**src/rtl/track_tile_geometric_match_unit_macros.svh**
```systemverilog
// Assertion helpers used by the top-level RTL module.
`ifndef TRACK_TILE_GEOMETRIC_MATCH_UNIT_MACROS_SVH
`define TRACK_TILE_GEOMETRIC_MATCH_UNIT_MACROS_SVH

// Same-cycle implication, sampled on clk, off during reset.
`define TTGM_CHECK(lbl, ante, cons, msg) \
  lbl: assert property (@(posedge clk) disable iff (rst) (ante) |-> (cons)) else $error(msg);

// Next-cycle implication, sampled on clk, off during reset.
`define TTGM_NEXT(lbl, ante, cons, msg) \
  lbl: assert property (@(posedge clk) disable iff (rst) (ante) |=> (cons)) else $error(msg);

`endif

```
**src/rtl/ttgm_pkg.sv**
```systemverilog
package ttgm_pkg;

  localparam int FRAC_BITS   = 4;
  localparam int ONE         = 1 << FRAC_BITS;
  localparam int EDGE        = 1320 * ONE;
  localparam int HOLE        = 103 * ONE;
  localparam longint HOLE_SQ = longint'(HOLE) * longint'(HOLE);
  localparam int HALF_BIG    = 110 * ONE;
  localparam int HALF_SMALL  = (2 * 220 * ONE + 3) / 6;
  localparam int SMALL_ID    = 144;
  localparam int UNKNOWN_MOM = 10000;
  localparam int NUM_K       = 530000 * ONE;
  localparam int SF_RESET    = 64;

  localparam int SMAX20 = 524287;
  localparam int UMAX20 = 1048575;

  // divider: num = scale * NUM_K, den = 16 * momentum
  localparam int NUM_W   = 32;
  localparam int DEN_W   = 23;
  localparam int DIV_LAT = NUM_W;

  // square root of a sum of two squared 22-bit magnitudes
  localparam int MAG_W     = 22;
  localparam int SQRT_OUT_W = 23;
  localparam int SQRT_IN_W  = 2 * SQRT_OUT_W;
  localparam int SQRT_LAT   = SQRT_OUT_W;

  localparam int HALF_W = 16;

  // per-item flags carried alongside the long arithmetic
  typedef struct packed {
    logic                     acc;
    logic                     ed_hyp;
    logic signed [MAG_W-1:0]  ed_lin;
    logic                     td_zero;
    logic                     td_lin;
    logic [MAG_W-1:0]         td_lin_val;
  } side_t;

  function automatic logic [MAG_W-1:0] mag(input logic signed [MAG_W-1:0] v);
    return (v < 0) ? MAG_W'(-v) : MAG_W'(v);
  endfunction

endpackage

```
**src/rtl/ttgm_div.sv**
```systemverilog
module ttgm_div
  import ttgm_pkg::*;
(
  input  logic             clk,
  input  logic             en,
  input  logic [NUM_W-1:0] num,
  input  logic [DEN_W-1:0] den,
  output logic [NUM_W-1:0] quo
);

  logic [DEN_W-1:0] rem_s [NUM_W+1];
  logic [NUM_W-1:0] num_s [NUM_W+1];
  logic [NUM_W-1:0] quo_s [NUM_W+1];
  logic [DEN_W-1:0] den_s [NUM_W+1];

  assign rem_s[0] = '0;
  assign num_s[0] = num;
  assign quo_s[0] = '0;
  assign den_s[0] = den;

  // one quotient bit per stage, restoring
  for (genvar i = 0; i < NUM_W; i++) begin : g_stage
    logic [DEN_W:0] trial;
    logic           ge;
    assign trial = {rem_s[i], num_s[i][NUM_W-1]};
    assign ge    = trial >= {1'b0, den_s[i]};
    always_ff @(posedge clk) begin
      if (en) begin
        rem_s[i+1] <= ge ? DEN_W'(trial - {1'b0, den_s[i]}) : DEN_W'(trial);
        num_s[i+1] <= num_s[i] << 1;
        quo_s[i+1] <= {quo_s[i][NUM_W-2:0], ge};
        den_s[i+1] <= den_s[i];
      end
    end
  end

  assign quo = quo_s[NUM_W];

endmodule

```
**config.mk**
```make
export PLATFORM = sky130hd
export DESIGN_NAME = ttgm_div
export DESIGN_NICKNAME = d
export VERILOG_FILES = /design/src/rtl/track_tile_geometric_match_unit_macros.svh /design/src/rtl/ttgm_pkg.sv /design/src/rtl/ttgm_div.sv
export SDC_FILE = /design/constraint.sdc
export NUM_CORES = 2
export LEC_CHECK = 0
export CAP_MARGIN = 25
export CORE_MARGIN = 1.5
export CORE_UTILIZATION = 29
export DETAILED_ROUTE_END_ITERATION = 8
export DONT_BUFFER_PORTS = 1
export GPL_ROUTABILITY_DRIVEN = 0
export GPL_TIMING_DRIVEN = 1
export PLACE_DENSITY = 0.47
export SLEW_MARGIN = 30
export SYNTH_ARGS = -nofsm -noshare
export SYNTH_HDL_FRONTEND = slang
export SYNTH_SLANG_ARGS = --single-unit
```
**constraint.sdc**
```tcl
create_clock -name clk -period 4.55 [get_ports clk]
set_input_delay 0.6825 -clock clk [delete_from_list [all_inputs] [get_ports clk]]
set_output_delay 0.6825 -clock clk [all_outputs]
set_load 0.005 [all_outputs]
```
---- Yosys cells after proc, flatten, opt, wreduce, memory -nomap -nowiden ----
Index checks and enable logic that the tools add are counted.
storage, ports and cells
  flip-flop bits (word level) ............. 2,450
  input port bits ......................... 57
  output and inout port bits .............. 32
  word-level logic and storage cells ...... 220
operators by class
  $add $sub $neg .......................... 31
  $lt $le $gt $ge ......................... 32
  mux-type cells .......................... 31
operator list
  kind            count
  $ge 24x23->1    31
  $mux 23         30
  $sub 23x23->23  30
  $ge 1x23->1     1
  $sub 1x23->23   1
  $mux 1          1

---- Longest topological paths before layout ----
  word-level depth ........................ 2
  mapped depth ............................ 15
  gate-level depth less buffers ........... 13

---- Worst setup path after synthesis ----
Ideal clock, no wire load.
  path kind ............................... register -> register
  from .................................... register den_s[92] in the netlist's numbering
  to ...................................... register rem_s (netlist bit g_stage[29].trial[19]), data pin
  setup time .............................. 260 ps
  arrival time ............................ 3,123 ps
  required time ........................... 4,290 ps
  path slack .............................. 1,167 ps
  stages on the path, launching flop included .. 13
  buffers on the path ..................... 1
  clock period less this slack ............ 3,383 ps
  cells stage by stage .................... edfxtp_1 ha_1 fa_1 nand2b_1 a21oi_1 o21ai_0 a21oi_1 nor2_1 o211ai_1 nand4_1 a21oi_1 buf_2 mux2_2
on the way
  longest elaborated chain between the ends .. 2
  elaborated cells on any way between the ends .. 3
  those cells by class .................... 1 x add/sub; 1 x order compare; 1 x mux
ends and longest elaborated chain
  what                                            line                            source
  start: declaration                              ttgm_div.sv:14                  logic [DEN_W-1:0] den_s [NUM_W+1];
  start signal: indexed assignment                ttgm_div.sv:32                  den_s[i+1] <= den_s[i];
  $sub 23x23->23 or $ge 24x23->1 (tied branches)  ttgm_div.sv:29, ttgm_div.sv:26
  $mux 23 *                                       ttgm_div.sv:29                  rem_s[i+1] <= ge ? DEN_W'(trial - {1'b0, den_s[i]}) : DEN_W'(trial);
  end signal: indexed assignment                  ttgm_div.sv:29
  end: declaration                                ttgm_div.sv:11                  logic [DEN_W-1:0] rem_s [NUM_W+1];
Every way passes the cells marked *; elsewhere a longest branch is shown, timed or not.
A chain may end at the register's enable or synchronous reset.

---- Worst setup path in the final report ----
  from .................................... register den_s[598] in the netlist's numbering
  to ...................................... register rem_s (netlist bit g_stage[7].trial[4]), data pin
The elaborated chain is that of the path after synthesis.

==> impl_metrics.csv <==
group,metric,value,unit
status,outcome,"complete, no violations",
worst_hold_path,hold_path.class,"input pin to flip-flop",
critical_path,arrival,4.69,ns
routing,vias,67900,
routing,top_layer,"met4",
routing,drcViolationCount,0,
synthesis,synth_xor_area_share,4.27,%
layout,final_common_cell,"edfxtp_1",
layout,nets,9842,
cts,cts_setup_buffers,0,
cts,cts_root_buffer,"clkbuf_16",
sta,hold_viol_final,0,
floorplan,start_util,29.1,%
critical_path,endpoint,"g_stage[7].trial[4]$_DFFE_PP_",
synthesis,synth_compound_area_share,10.9,%
floorplan,fp-row-count,232,
sta,setup_tns,0,ns
floorplan,fp.dieW,636,um
sta,setup_viol,0,
critical_path,startpoint_type,"flip-flop",
critical_path,crit_fanout,30,
synthesis,synth_top_area_share,63.2,%
floorplan,die_h,636,um
global_route,grt_usage,11.6,%
sta,timing.final.crit_share,88.7,%
cts,cts_buffer_depth,4,
sta,timing.hold.ws,0.153,ns
layout,synthToLayoutAreaGrowth,14.4,%
global_route,grt_pass1_wl,383000,um
layout,fin_area,0.133,mm2
critical_path,rr_startpoint,"den_s[598]$_DFFE_PP_",
routing,drt_first_pass_iters,5,
cts,cts_buffers,292,
routing,wl_met1,106000,um
global_route,overflow,0,
routing,wl_met3,9090,um
synthesis,synth.distinct_cells,92,
routing,antenna_left,0,
critical_path,timing.rr.end,"g_stage[7].trial[4]$_DFFE_PP_",
global_route,grt_pass1_vias,69100,
critical_path,rrSetupSlack,0.52,ns
synthesis,ys_warn_count,0,
floorplan,io_pins,89,
pwr,ir_drop,0.349,mV
sta,fmax,248,MHz
pwr,p_per_area,679,mW/mm2
synthesis,yosysSeqAreaShare,63.2,%
cts,numClockSinks,2450,
routing,routed_wirelength,241000,um
sta,period_needed,4.03,ns
routing,wl_met2,118000,um
sta,setup_slack,0.516,ns
synthesis,syn_area,0.116,mm2
routing,viasPerCell,4.67,
routing,drt_iter0_markers,4335,
synthesis,syn_avg_cell_area,13.2,um2
sta,rsz0062_at_grt,"no",
floorplan,core-area,0.399,mm2
placement,dp_hpwl,169000,um
synthesis,synth-edff-count,2450,
cts,htreeDepth,5,
synthesis,synthesis.instances,8798,
floorplan,die_area,0.405,mm2
global_route,grt_max_degree,207,
synthesis,synthTopCellsByArea,"edfxtp_1, ha_1, inv_1",
cts,worstSkewPairLatency,0.90,ns
sta,relSlewSlack,39.2,%
critical_path,critical_path.endpoint_type,"flip-flop",
synthesis,synthFlopType,"edfxtp_1",
layout,final_cell_mix,"edfxtp_1, inv_1, ha_1, a21oi_1, o21ai_0",
sta,tightest_slew,0.904,ns
critical_path,r2r_cells,12,
synthesis,synth_area_leader_cell,"edfxtp_1",
synthesis,synth_mux_area_share,3.04,%
sta,finalMaxSlewViolations,0,
sta,clock-skew-final,0.0576,ns
critical_path,cp-startpoint,"den_s[598]$_DFFE_PP_",
run,max_cap_violations,0,
routing,wire_per_inst,16.6,um
critical_path,crit_required,5.20,ns
cts,cts_tree,"yes",
synthesis,synthAdderAreaFrac,8.20,%
global_route,antenna_found_initial,7,
critical_path,worstSetupPathType,"flip-flop to flip-flop",
placement,portBuffers,0,
synthesis,synthSimpleGateAreaFrac,6.82,%
cts,clk_pin_slew,0.06,ns
placement,place_area,0.123,mm2
synthesis,async_reset_ff_share,0,%
synthesis,synth_nets,9600,
synthesis,synth-seq-cells,2450,
layout,drive_above_1_share,8.96,%
synthesis,synth_top_family_by_area,"compound AO/OA/AOI/OAI gates",
pwr,p_leak,51.5,nW
placement,dp_slack,0.359,ns
per-stage QoR:
| step | util (%) | cells | total power [mW] |
|---|---|---|---|
| finish | 33.3 | 14500 | 90.4 |
| global route | 33.3 | 14500 | 96.7 |
| CTS | 33.3 | 14500 | 91.5 |
| detailed placement | 30.9 | 14000 | 68.2 |
| global placement | 30.8 | 13900 | 67.5 |
| floorplan | - | 8798 | 59.3 |
worst max-delay path, stage by stage, from the launching register on:
cell	delay (ns)
edfxtp_1	0.56
ha_1	0.31
fa_1	0.40
nor2b_1	0.13
o21a_1	0.13
o21ai_0	0.12
a21oi_1	0.31
a21oi_1	0.21
o21ai_0	0.33
nand3_1	0.16
nand3_1	0.29
buf_4	0.40
mux2_2	0.40
worst min path at each step:
stage                               from                        endpoint  slack, ns  depth (start not counted)
global route                          en             quo_s[61]$_DFFE_PP_       0.10                          1
CTS                                   en               quo[30]$_DFFE_PP_       0.06                          1
global placement    num_s[946]$_DFFE_PP_            num_s[915]$_DFFE_PP_       0.40                          0
floorplan           num_s[766]$_DFFE_PP_  g_stage[10].trial[0]$_DFFE_PP_       0.40                          0
detailed placement  num_s[249]$_DFFE_PP_            num_s[218]$_DFFE_PP_       0.40                          0
finish                                en               quo[30]$_DFFE_PP_       0.15                          1
per-layer routing:
layer | global-route usage (%) | up-vias
met4 | 4.26 | 0
met3 | 1.65 | 477
li1 | - | 33100
met2 | 20.2 | 1277
met1 | 14.5 | 33000
met5 | 0 | -
layout make-up:
type | instances | area [um2]
clock inverters | 179 | 1510
inverters | 877 | 3290
well taps | 5265 | 6590
diodes | 1 | 2.50
repair buffers | 132 | 1700
flip-flops and latches | 2450 | 73600
multi-input cells | 5287 | 38800
clock buffers | 348 | 7620
fillers | 38900 | 266000
timing repair:
item / 4_1_cts / 5_1_grt
hold endpoints to repair: 141 / 0
resized for setup: 0 / 0
hold buffers: 57 / 0
synthesized netlist by cell type (all sizes together) (13+ instances only):
master,n
o21ai,503
o21bai,51
and3,43
a21o,338
a31oi,60
edfxtp,2450
o41ai,14
mux2,283
xor2,227
xnor2,340
o2111ai,13
nand3,96
a221oi,13
a21oi,596
buf,61
nand4,111
and4,22
nand2,463
nor2,444
a211o,23
o21a,106
clkbuf,123
ha,715
o31ai,53
nor2b,124
a211oi,55
a2111oi,18
nor4,18
or3,24
a21boi,29
o211ai,14
nand2b,112
a31o,15
or2,23
fa,30
and2,17
o31a,19
inv,877
nor3,105
mux2i,35
sequential cells by signal, indices dropped and copies added, names as in the netlist:
signal         flops
quo               32
num_s            465
den_s            713
quo_s            496
g_stage.trial    744
power breakdown:
group          internal, mW  switching, mW  total [mW]  leakage, nW
clock                  12.9           9.39        22.3         4.46
sequential             31.6           2.66        34.3         23.9
combinational          15.1           18.7        33.8         23.1
cells by family after synthesis:
family,Yosys count
AO/OA/AOI/OAI,2010
XOR/XNOR,567
adder cells (fa/ha/maj),745
buffers and inverters,1061
flip-flops,2450
multiplexers,318
AND/OR/NAND/NOR,1647
Power figures use the tool's default switching activity.
