**src/rtl/track_tile_geometric_match_unit_macros.svh**
```systemverilog
// Assertion helpers used by the top-level RTL module.
`ifndef TRACK_TILE_GEOMETRIC_MATCH_UNIT_MACROS_SVH
`define TRACK_TILE_GEOMETRIC_MATCH_UNIT_MACROS_SVH

// Same-cycle implication, sampled on clk, off during reset.
`define TTGM_CHECK(lbl, ante, cons, msg) \
  lbl: assert property (@(posedge clk) disable iff (rst) (ante) |-> (cons)) else $error(msg);

// Next-cycle implication, sampled on clk, off during reset.
`define TTGM_NEXT(lbl, ante, cons, msg) \
  lbl: assert property (@(posedge clk) disable iff (rst) (ante) |=> (cons)) else $error(msg);

`endif

```
**src/rtl/ttgm_pkg.sv**
```systemverilog
package ttgm_pkg;

  localparam int FRAC_BITS   = 4;
  localparam int ONE         = 1 << FRAC_BITS;
  localparam int EDGE        = 1320 * ONE;
  localparam int HOLE        = 103 * ONE;
  localparam longint HOLE_SQ = longint'(HOLE) * longint'(HOLE);
  localparam int HALF_BIG    = 110 * ONE;
  localparam int HALF_SMALL  = (2 * 220 * ONE + 3) / 6;
  localparam int SMALL_ID    = 144;
  localparam int UNKNOWN_MOM = 10000;
  localparam int NUM_K       = 530000 * ONE;
  localparam int SF_RESET    = 64;

  localparam int SMAX20 = 524287;
  localparam int UMAX20 = 1048575;

  // divider: num = scale * NUM_K, den = 16 * momentum
  localparam int NUM_W   = 32;
  localparam int DEN_W   = 23;
  localparam int DIV_LAT = NUM_W;

  // square root of a sum of two squared 22-bit magnitudes
  localparam int MAG_W     = 22;
  localparam int SQRT_OUT_W = 23;
  localparam int SQRT_IN_W  = 2 * SQRT_OUT_W;
  localparam int SQRT_LAT   = SQRT_OUT_W;

  localparam int HALF_W = 16;

  // per-item flags carried alongside the long arithmetic
  typedef struct packed {
    logic                     acc;
    logic                     ed_hyp;
    logic signed [MAG_W-1:0]  ed_lin;
    logic                     td_zero;
    logic                     td_lin;
    logic [MAG_W-1:0]         td_lin_val;
  } side_t;

  function automatic logic [MAG_W-1:0] mag(input logic signed [MAG_W-1:0] v);
    return (v < 0) ? MAG_W'(-v) : MAG_W'(v);
  endfunction

endpackage

```
**src/rtl/ttgm_isqrt.sv**
```systemverilog
module ttgm_isqrt
  import ttgm_pkg::*;
(
  input  logic                  clk,
  input  logic                  en,
  input  logic [SQRT_IN_W-1:0]  rad,
  output logic [SQRT_OUT_W-1:0] root
);

  localparam int RW = SQRT_OUT_W + 2;

  logic [RW-1:0]         rem_s  [SQRT_OUT_W+1];
  logic [SQRT_IN_W-1:0]  rad_s  [SQRT_OUT_W+1];
  logic [SQRT_OUT_W-1:0] root_s [SQRT_OUT_W+1];

  assign rem_s[0]  = '0;
  assign rad_s[0]  = rad;
  assign root_s[0] = '0;

  // one root bit per stage: bring down two radicand bits, try 4*root+1
  for (genvar i = 0; i < SQRT_OUT_W; i++) begin : g_stage
    logic [RW-1:0] shifted;
    logic [RW-1:0] trial;
    logic          ge;
    assign shifted = {rem_s[i][RW-3:0], rad_s[i][SQRT_IN_W-1 -: 2]};
    assign trial   = {root_s[i], 2'b01};
    assign ge      = shifted >= trial;
    always_ff @(posedge clk) begin
      if (en) begin
        rem_s[i+1]  <= ge ? shifted - trial : shifted;
        rad_s[i+1]  <= rad_s[i] << 2;
        root_s[i+1] <= {root_s[i][SQRT_OUT_W-2:0], ge};
      end
    end
  end

  assign root = root_s[SQRT_OUT_W];

endmodule

```
**config.mk**
```make
export PLATFORM = sky130hd
export DESIGN_NAME = ttgm_isqrt
export DESIGN_NICKNAME = d
export VERILOG_FILES = /design/src/rtl/track_tile_geometric_match_unit_macros.svh /design/src/rtl/ttgm_pkg.sv /design/src/rtl/ttgm_isqrt.sv
export SDC_FILE = /design/constraint.sdc
export NUM_CORES = 2
export LEC_CHECK = 0
export ABC_AREA = 1
export BUFFER_PORTS_ARGS = -buffer_cell sky130_fd_sc_hd__buf_2
export CORE_MARGIN = 3
export CORE_UTILIZATION = 35
export CTS_CLUSTER_DIAMETER = 150
export DETAILED_ROUTE_END_ITERATION = 10
export PLACE_DENSITY = 0.6
export SYNTH_ARGS = -nofsm -noshare
export SYNTH_HDL_FRONTEND = slang
export SYNTH_SLANG_ARGS = --single-unit
```
**constraint.sdc**
```tcl
create_clock -name clk -period 2.9 [get_ports clk]
set_clock_uncertainty 0.1 [all_clocks]
set_input_delay 0.145 -clock clk [delete_from_list [all_inputs] [get_ports clk]]
set_output_delay 0.145 -clock clk [all_outputs]
set_load 0.01 [all_outputs]
```
# After elaboration in Yosys (flattened, before gate mapping)
# Cells that the tools add are included.
[classes]
n_addsub = 22
magnitude_cmp = 23
mux = 22
[op_table]
columns = ["op", "n"]
rows = [
  ["23-bit 2-to-1 mux", 21],
  ["25-bit by 10-bit >= comparator with 1-bit output", 1],
  ["25-bit by 11-bit >= comparator with 1-bit output", 1],
  ["25-bit by 12-bit >= comparator with 1-bit output", 1],
  ["25-bit by 13-bit >= comparator with 1-bit output", 1],
  ["25-bit by 14-bit >= comparator with 1-bit output", 1],
  ["25-bit by 15-bit >= comparator with 1-bit output", 1],
  ["25-bit by 16-bit >= comparator with 1-bit output", 1],
  ["25-bit by 17-bit >= comparator with 1-bit output", 1],
  ["25-bit by 18-bit >= comparator with 1-bit output", 1],
  ["25-bit by 19-bit >= comparator with 1-bit output", 1],
  ["25-bit by 20-bit >= comparator with 1-bit output", 1],
  ["25-bit by 21-bit >= comparator with 1-bit output", 1],
  ["25-bit by 22-bit >= comparator with 1-bit output", 1],
  ["25-bit by 23-bit >= comparator with 1-bit output", 1],
  ["25-bit by 24-bit >= comparator with 1-bit output", 1],
  ["25-bit by 3-bit >= comparator with 1-bit output", 1],
  ["25-bit by 4-bit >= comparator with 1-bit output", 1],
  ["25-bit by 5-bit >= comparator with 1-bit output", 1],
  ["25-bit by 6-bit >= comparator with 1-bit output", 1],
  ["25-bit by 7-bit >= comparator with 1-bit output", 1],
  ["25-bit by 8-bit >= comparator with 1-bit output", 1],
  ["25-bit by 9-bit >= comparator with 1-bit output", 1],
  ["23-bit by 10-bit subtractor with 23-bit output", 1],
  ["other kinds (23)", 23],
]
[word_totals]
register_bits = 1268
inputBits = 48
output_inout_bits = 23
word_cells = 135

# Logic depth before layout (Yosys ltp)
[depth]
word_depth = 2
mapped_depth = 15

# Worst setup path after synthesis
# Ideal clock, no wire load.
[synth_timing]
kind = "reg2reg"
start = "reg rem_s (netlist bit g_stage[14].shifted[14])"
end = "reg rem_s (netlist bit g_stage[15].shifted[10]) (data pin)"
setup_ps = 252
arrival_ps = 1793
path_slack_ps = 755
path_stages_with_launch = 14
n_path_buf = 2
synth_period_minus_slack_ps = 2145
path_cell_list = "edfxtp_1 > ha_1 > nand2_1 > inv_1 > nand2_1 > nor2_2 > nand3_1 > clkinv_1 > nor2_4 > nand2_4 > buf_6 > buf_12 > nand2_1 > nand2_1"
[synth_between]
elab_chain_len = 2
[synth_rtl]
columns = ["element", "line_no", "text"]
rows = [
  ["from (decl)", "ttgm_isqrt.sv:12", "logic [RW-1:0] rem_s [SQRT_OUT_W+1];"],
  ["from (signal, indexed assignment)", "ttgm_isqrt.sv:30", "rem_s[i+1] <= ge ? shifted - trial : shifted;"],
  ["25-bit by 16-bit >= comparator with 1-bit output", "ttgm_isqrt.sv:27", "assign ge = shifted >= trial;"],
  ["net g_stage[14].ge", "ttgm_isqrt.sv:24", "logic ge;"],
  ["23-bit 2-to-1 mux", "ttgm_isqrt.sv:30", ""],
]
# The timed path passes the listed nets, and every way through them passes these cells.
# A chain may end at the register's enable or synchronous reset.

# Worst setup path in the final report
[layout_timing]
start = "reg root_s (netlist bit g_stage[11].trial[8])"
end = "reg rem_s (netlist bit g_stage[12].shifted[6]) (data pin)"
[layout_between]
elab_chain_len = 2
[layout_rtl]
columns = ["element", "line_no", "text"]
rows = [
  ["from (decl)", "ttgm_isqrt.sv:14", "logic [SQRT_OUT_W-1:0] root_s [SQRT_OUT_W+1];"],
  ["from (signal, indexed assignment)", "ttgm_isqrt.sv:32", "root_s[i+1] <= {root_s[i][SQRT_OUT_W-2:0], ge};"],
  ["25-bit by 13-bit >= comparator with 1-bit output", "ttgm_isqrt.sv:27", ""],
  ["23-bit 2-to-1 mux", "ttgm_isqrt.sv:30", ""],
]
# No other way between the ends.

==> impl_results.html <==
<table>
<tr><th>Metric</th><th>Value</th></tr>
<tr><th colspan="2">Run status</th></tr>
<tr><td>Result of the run</td><td>finished, final reports clean</td></tr>
<tr><th colspan="2">Pwr</th></tr>
<tr><td>Clk network pwr share</td><td>0.348</td></tr>
<tr><td>Internal power</td><td>0.0371 W</td></tr>
<tr><td>Leakage</td><td>35.1 nW</td></tr>
<tr><td>Peak supply drop</td><td>638 uV</td></tr>
<tr><td>Total power draw</td><td>0.0534 W</td></tr>
<tr><td>Combinational Power Share</td><td>0.206</td></tr>
<tr><td>Power density relative to cell area</td><td>679 nW/um^2</td></tr>
<tr><td>Share of total power consumed by net switching</td><td>0.305</td></tr>
<tr><td>Relative contribution of sequential cells to total power</td><td>0.446</td></tr>
<tr><td>NetSw</td><td>0.0163 W</td></tr>
<tr><th colspan="2">Drt</th></tr>
<tr><td>Number of nets still failing antenna checks after routing</td><td>0</td></tr>
<tr><td>DRC violations left</td><td>0</td></tr>
<tr><td>Number of optimization iterations in the first detailed-route pass</td><td>6</td></tr>
<tr><td>Detailed-route via count</td><td>50300</td></tr>
<tr><td>Drt via density</td><td>4.68</td></tr>
<tr><td>Number of design-rule violations left by the first detailed-router iteration</td><td>3815</td></tr>
<tr><td>Routed len/inst</td><td>15.9 um</td></tr>
<tr><td>Detailed Route WL</td><td>171 mm</td></tr>
<tr><th colspan="2">Hold path</th></tr>
<tr><td>Beginning of the worst hold path</td><td>rad[16]</td></tr>
<tr><td>Number of cells on the worst hold path</td><td>2</td></tr>
<tr><td>End of the worst hold path</td><td>rad_s[1030]</td></tr>
<tr><td>Hold Crit Class</td><td>input port to flip-flop</td></tr>
<tr><th colspan="2">Die</th></tr>
<tr><td>Row count</td><td>161</td></tr>
<tr><td>Effective utilization at floorplan</td><td>0.354</td></tr>
<tr><td>DIE HEIGHT</td><td>449 um</td></tr>
<tr><td>Die footprint</td><td>201000 um^2</td></tr>
<tr><td>I/O pin total</td><td>71</td></tr>
<tr><td>Floorplan core area</td><td>194000 um^2</td></tr>
<tr><td>Die X</td><td>449 um</td></tr>
<tr><th colspan="2">Clock tree</th></tr>
<tr><td>CTS H-tree depth</td><td>4</td></tr>
<tr><td>Skew-Pair Late Insertion Delay</td><td>800 ps</td></tr>
<tr><td>Inserted Clock Buffers</td><td>144</td></tr>
<tr><td>Clock transition time at the flip-flop clock pins of the worst setup and hold paths</td><td>60 ps</td></tr>
<tr><td>Number of sinks handled by clock tree synthesis</td><td>1259</td></tr>
<tr><td>Clock Tree Buf Depth</td><td>3</td></tr>
<tr><td>CTS tree</td><td>yes</td></tr>
<tr><td>Root buffer cell</td><td>clkbuf_16</td></tr>
<tr><th colspan="2">STA</th></tr>
<tr><td>Smallest hold slack</td><td>62.1 ps</td></tr>
<tr><td>Final Setup Violations</td><td>0</td></tr>
<tr><td>Setup TNS</td><td>0 ps</td></tr>
<tr><td>Count of endpoints failing hold in the final timing report</td><td>0</td></tr>
<tr><td>Relative slew slack</td><td>0.536</td></tr>
<tr><td>Portion of the clock cycle consumed by the worst path in the final layout</td><td>0.930</td></tr>
<tr><td>Final critical-path required period</td><td>2700 ps</td></tr>
<tr><td>Worst Max-Slew Pin Slew</td><td>689 ps</td></tr>
<tr><td>Highest attainable clock frequency</td><td>371 MHz</td></tr>
<tr><td>Unrepaired setup endpoints after global routing</td><td>false</td></tr>
<tr><td>Total count of max-transition violations in the final report</td><td>0</td></tr>
<tr><th colspan="2">Critical path</th></tr>
<tr><td>Type of element capturing the critical path</td><td>flip-flop</td></tr>
<tr><td>Arrival time reported for the critical path endpoint</td><td>3180 ps</td></tr>
<tr><td>R2r startpoint</td><td>g_stage[11].trial[8]</td></tr>
<tr><td>Kind of critical path</td><td>flip-flop to flip-flop</td></tr>
<tr><td>Kind of launch point of the worst setup path</td><td>flip-flop</td></tr>
<tr><td>Worst reg2reg setup slack</td><td>200 ps</td></tr>
<tr><td>Endpoint of the worst register-to-register path</td><td>g_stage[12].shifted[6]</td></tr>
<tr><td>Max Fanout on Critical Path</td><td>24</td></tr>
<tr><td>R2r worst-path depth</td><td>10</td></tr>
<tr><td>Critical path required time</td><td>3390 ps</td></tr>
<tr><th colspan="2">Global route</th></tr>
<tr><td>Global Route Usage Sum</td><td>0.166</td></tr>
<tr><td>Residual overflow from global routing</td><td>0</td></tr>
<tr><td>Antenna violations before repair</td><td>3</td></tr>
<tr><td>Wire length of the first global-routing pass</td><td>269 mm</td></tr>
<tr><td>Pin count of the biggest net entering global routing</td><td>97</td></tr>
<tr><td>Vias in the first global route</td><td>49200</td></tr>
<tr><th colspan="2">Placed design</th></tr>
<tr><td>DP Wirelength</td><td>132 mm</td></tr>
<tr><td>Count of placed standard cells including taps</td><td>10400</td></tr>
<tr><td>Routability Congestion</td><td>0.892</td></tr>
<tr><td>Number of buffers inserted by port buffering</td><td>70</td></tr>
<tr><th colspan="2">Yosys</th></tr>
<tr><td>Async set or reset register ratio after synthesis</td><td>0</td></tr>
<tr><td>Post-synth EDFFs</td><td>1259</td></tr>
<tr><td>Gate count after technology mapping</td><td>7691</td></tr>
<tr><td>Yosys reg bits</td><td>1259</td></tr>
<tr><td>Post-synthesis compound-gate area fraction</td><td>0.0392</td></tr>
<tr><td>Synth Area in Adders</td><td>0.0547</td></tr>
<tr><td>Sequential fraction of the synthesis area</td><td>0.551</td></tr>
<tr><td>Largest family of logic cells by synthesized area</td><td>simple AND/OR/NAND/NOR gates</td></tr>
<tr><td>Mean instance size in the synthesized netlist</td><td>8.93 um^2</td></tr>
<tr><td>Post-Syn Nets</td><td>8039</td></tr>
<tr><td>Fraction of synthesized cell area in xor and xnor cells</td><td>0.0248</td></tr>
<tr><td>Multiplexer share of the synthesized area</td><td>0</td></tr>
<tr><td>Netlist cell types</td><td>58</td></tr>
<tr><td>Basic-gate share of the synthesized area counting and, or, nand and nor cells</td><td>0.251</td></tr>
<tr><td>Most instantiated flip-flop cell in the synthesis netlist</td><td>edfxtp_1</td></tr>
<tr><td>Number of warnings issued by yosys</td><td>0</td></tr>
<tr><td>Combined area of all synthesized cells</td><td>68600 um^2</td></tr>
<tr><th colspan="2">Cells and area</th></tr>
<tr><td>Number of standard cells in the final layout excluding fillers</td><td>10800</td></tr>
<tr><td>Register area</td><td>37800 um^2</td></tr>
<tr><td>Ant diodes</td><td>0</td></tr>
<tr><td>Final nets</td><td>8377</td></tr>
<tr><td>Most used cells in the layout excluding fill and tap cells</td><td>nand2_1, inv_1, edfxtp_1</td></tr>
<tr><td>Area growth, synth to finish</td><td>14.7%</td></tr>
<tr><td>Layout fillers</td><td>19200</td></tr>
<tr><td>Fraction of final layout cells sized beyond drive strength 1</td><td>0.0680</td></tr>
<tr><td>Combined area of the multi-input logic cells</td><td>25400 um^2</td></tr>
<tr><td>Most common cell after layout, fill and taps aside</td><td>nand2_1</td></tr>
<tr><th colspan="2">Job</th></tr>
<tr><td>Max capacitance violation total</td><td>0</td></tr>
</table>
==> cell usage after synthesis, types with 25 or more instances <==
cell / number / share of area
inv_1: 1284 / 0.070
o21ai_1: 56 / 0.0041
nor2_1: 646 / 0.035
buf_6: 25 / 0.0041
ha_1: 300 / 0.055
edfxtp_1: 1259 / 0.55
a21oi_2: 27 / 0.0034
nand3b_1: 89 / 0.0097
nand3_1: 457 / 0.033
xor2_1: 127 / 0.016
nand2_1: 2552 / 0.14
a21oi_1: 241 / 0.018
nand4_1: 136 / 0.012
nor3_1: 66 / 0.0048
xnor2_1: 67 / 0.0085
nor2_2: 30 / 0.0027
o21ai_0: 104 / 0.0076
==> power groups by stage <==
stage	logic, W	clock network, W	registers, W
final	0.0110	0.0186	0.0238
after global routing	0.0126	0.0200	0.0240
after floorplan	0.00779	0	0.0235
after CTS	0.0110	0.0192	0.0238
after detailed placement	0.0109	0	0.0242
after global placement	0.0108	0	0.0242
==> worst max-delay path by stage <==
stage / endpoint / slack [ps] / from
finish: g_stage[12].shifted[6] / 200 / g_stage[11].trial[8]
global route: g_stage[12].shifted[11] / 10 / g_stage[11].trial[8]
CTS: g_stage[12].shifted[9] / 200 / g_stage[11].trial[8]
detailed placement: g_stage[12].shifted[9] / 170 / g_stage[11].trial[8]
global placement: g_stage[12].shifted[9] / 200 / g_stage[11].trial[8]
floorplan: g_stage[15].shifted[10] / 750 / g_stage[14].shifted[14]
==> logic make-up (layout without fill, tap and decap cells) <==
| group | count (synthesis) | after routing |
|---|---|---|
| and+or+nand+nor | 4083 | 4083 |
| adders and majority gates | 300 | 300 |
| DFF | 1259 | 1259 |
| AOI/OAI and AO/OA | 481 | 481 |
| other | 1 | 1 |
| buffers and inverters | 1373 | 1831 |
| xor gates and xnor gates | 194 | 194 |
==> critical path, stage by stage (launching register included) <==
cell and delay, ps:
edfxtp_1 420, inv_1 70, ha_1 350, nand2_1 140
nor2_1 270, nand3_1 110, nand3_1 170, nand2_1 110
nand2_2 90, clkinv_2 280, o21ai_1 390
==> routing by layer <==
layer / vias up / routed length [um] / global-route usage
met1: 23400 / 77000 / 0.220
met4: 0 / 3600 / 0.0428
li1: 25700 / - / -
met2: 1065 / 82500 / 0.286
met5: - / 0 / 0
met3: 232 / 7390 / 0.0238
==> timing repair <==
action / 4_1_cts / 5_1_grt
resized for setup: 0 / 2
hold buffers: 93 / 0
buffers inserted: 0 / 0
setup endpoints to repair: 0 / 1
hold endpoints to repair: 407 / 0
==> state kept, by name, summed over array words and instances (netlist names) <==
register,cells
root,23
g_stage.trial,253
rad_s,462
g_stage.shifted,521
==> layout make-up <==
type,instances,share of cell area
inverters,1301,0.0621
clock buffers,166,0.0468
well taps,2608,0.0415
repair buffers,264,0.0307
flip-flops and latches,1259,0.480
multi-input cells,5059,0.322
clock inverters,100,0.0162
==> metrics by stage <==
| step | utilization | cell area (um^2) | setup WS [ps] |
|---|---|---|---|
| after floorplan | - | 68600 | 755 |
| after global placement | 0.376 | 72800 | 202 |
| after detailed placement | 0.376 | 72800 | 174 |
| after CTS | 0.406 | 78700 | 197 |
| after global routing | 0.406 | 78700 | 14.8 |
| final | 0.406 | 78700 | 203 |
(Power assumes the default switching activity.)
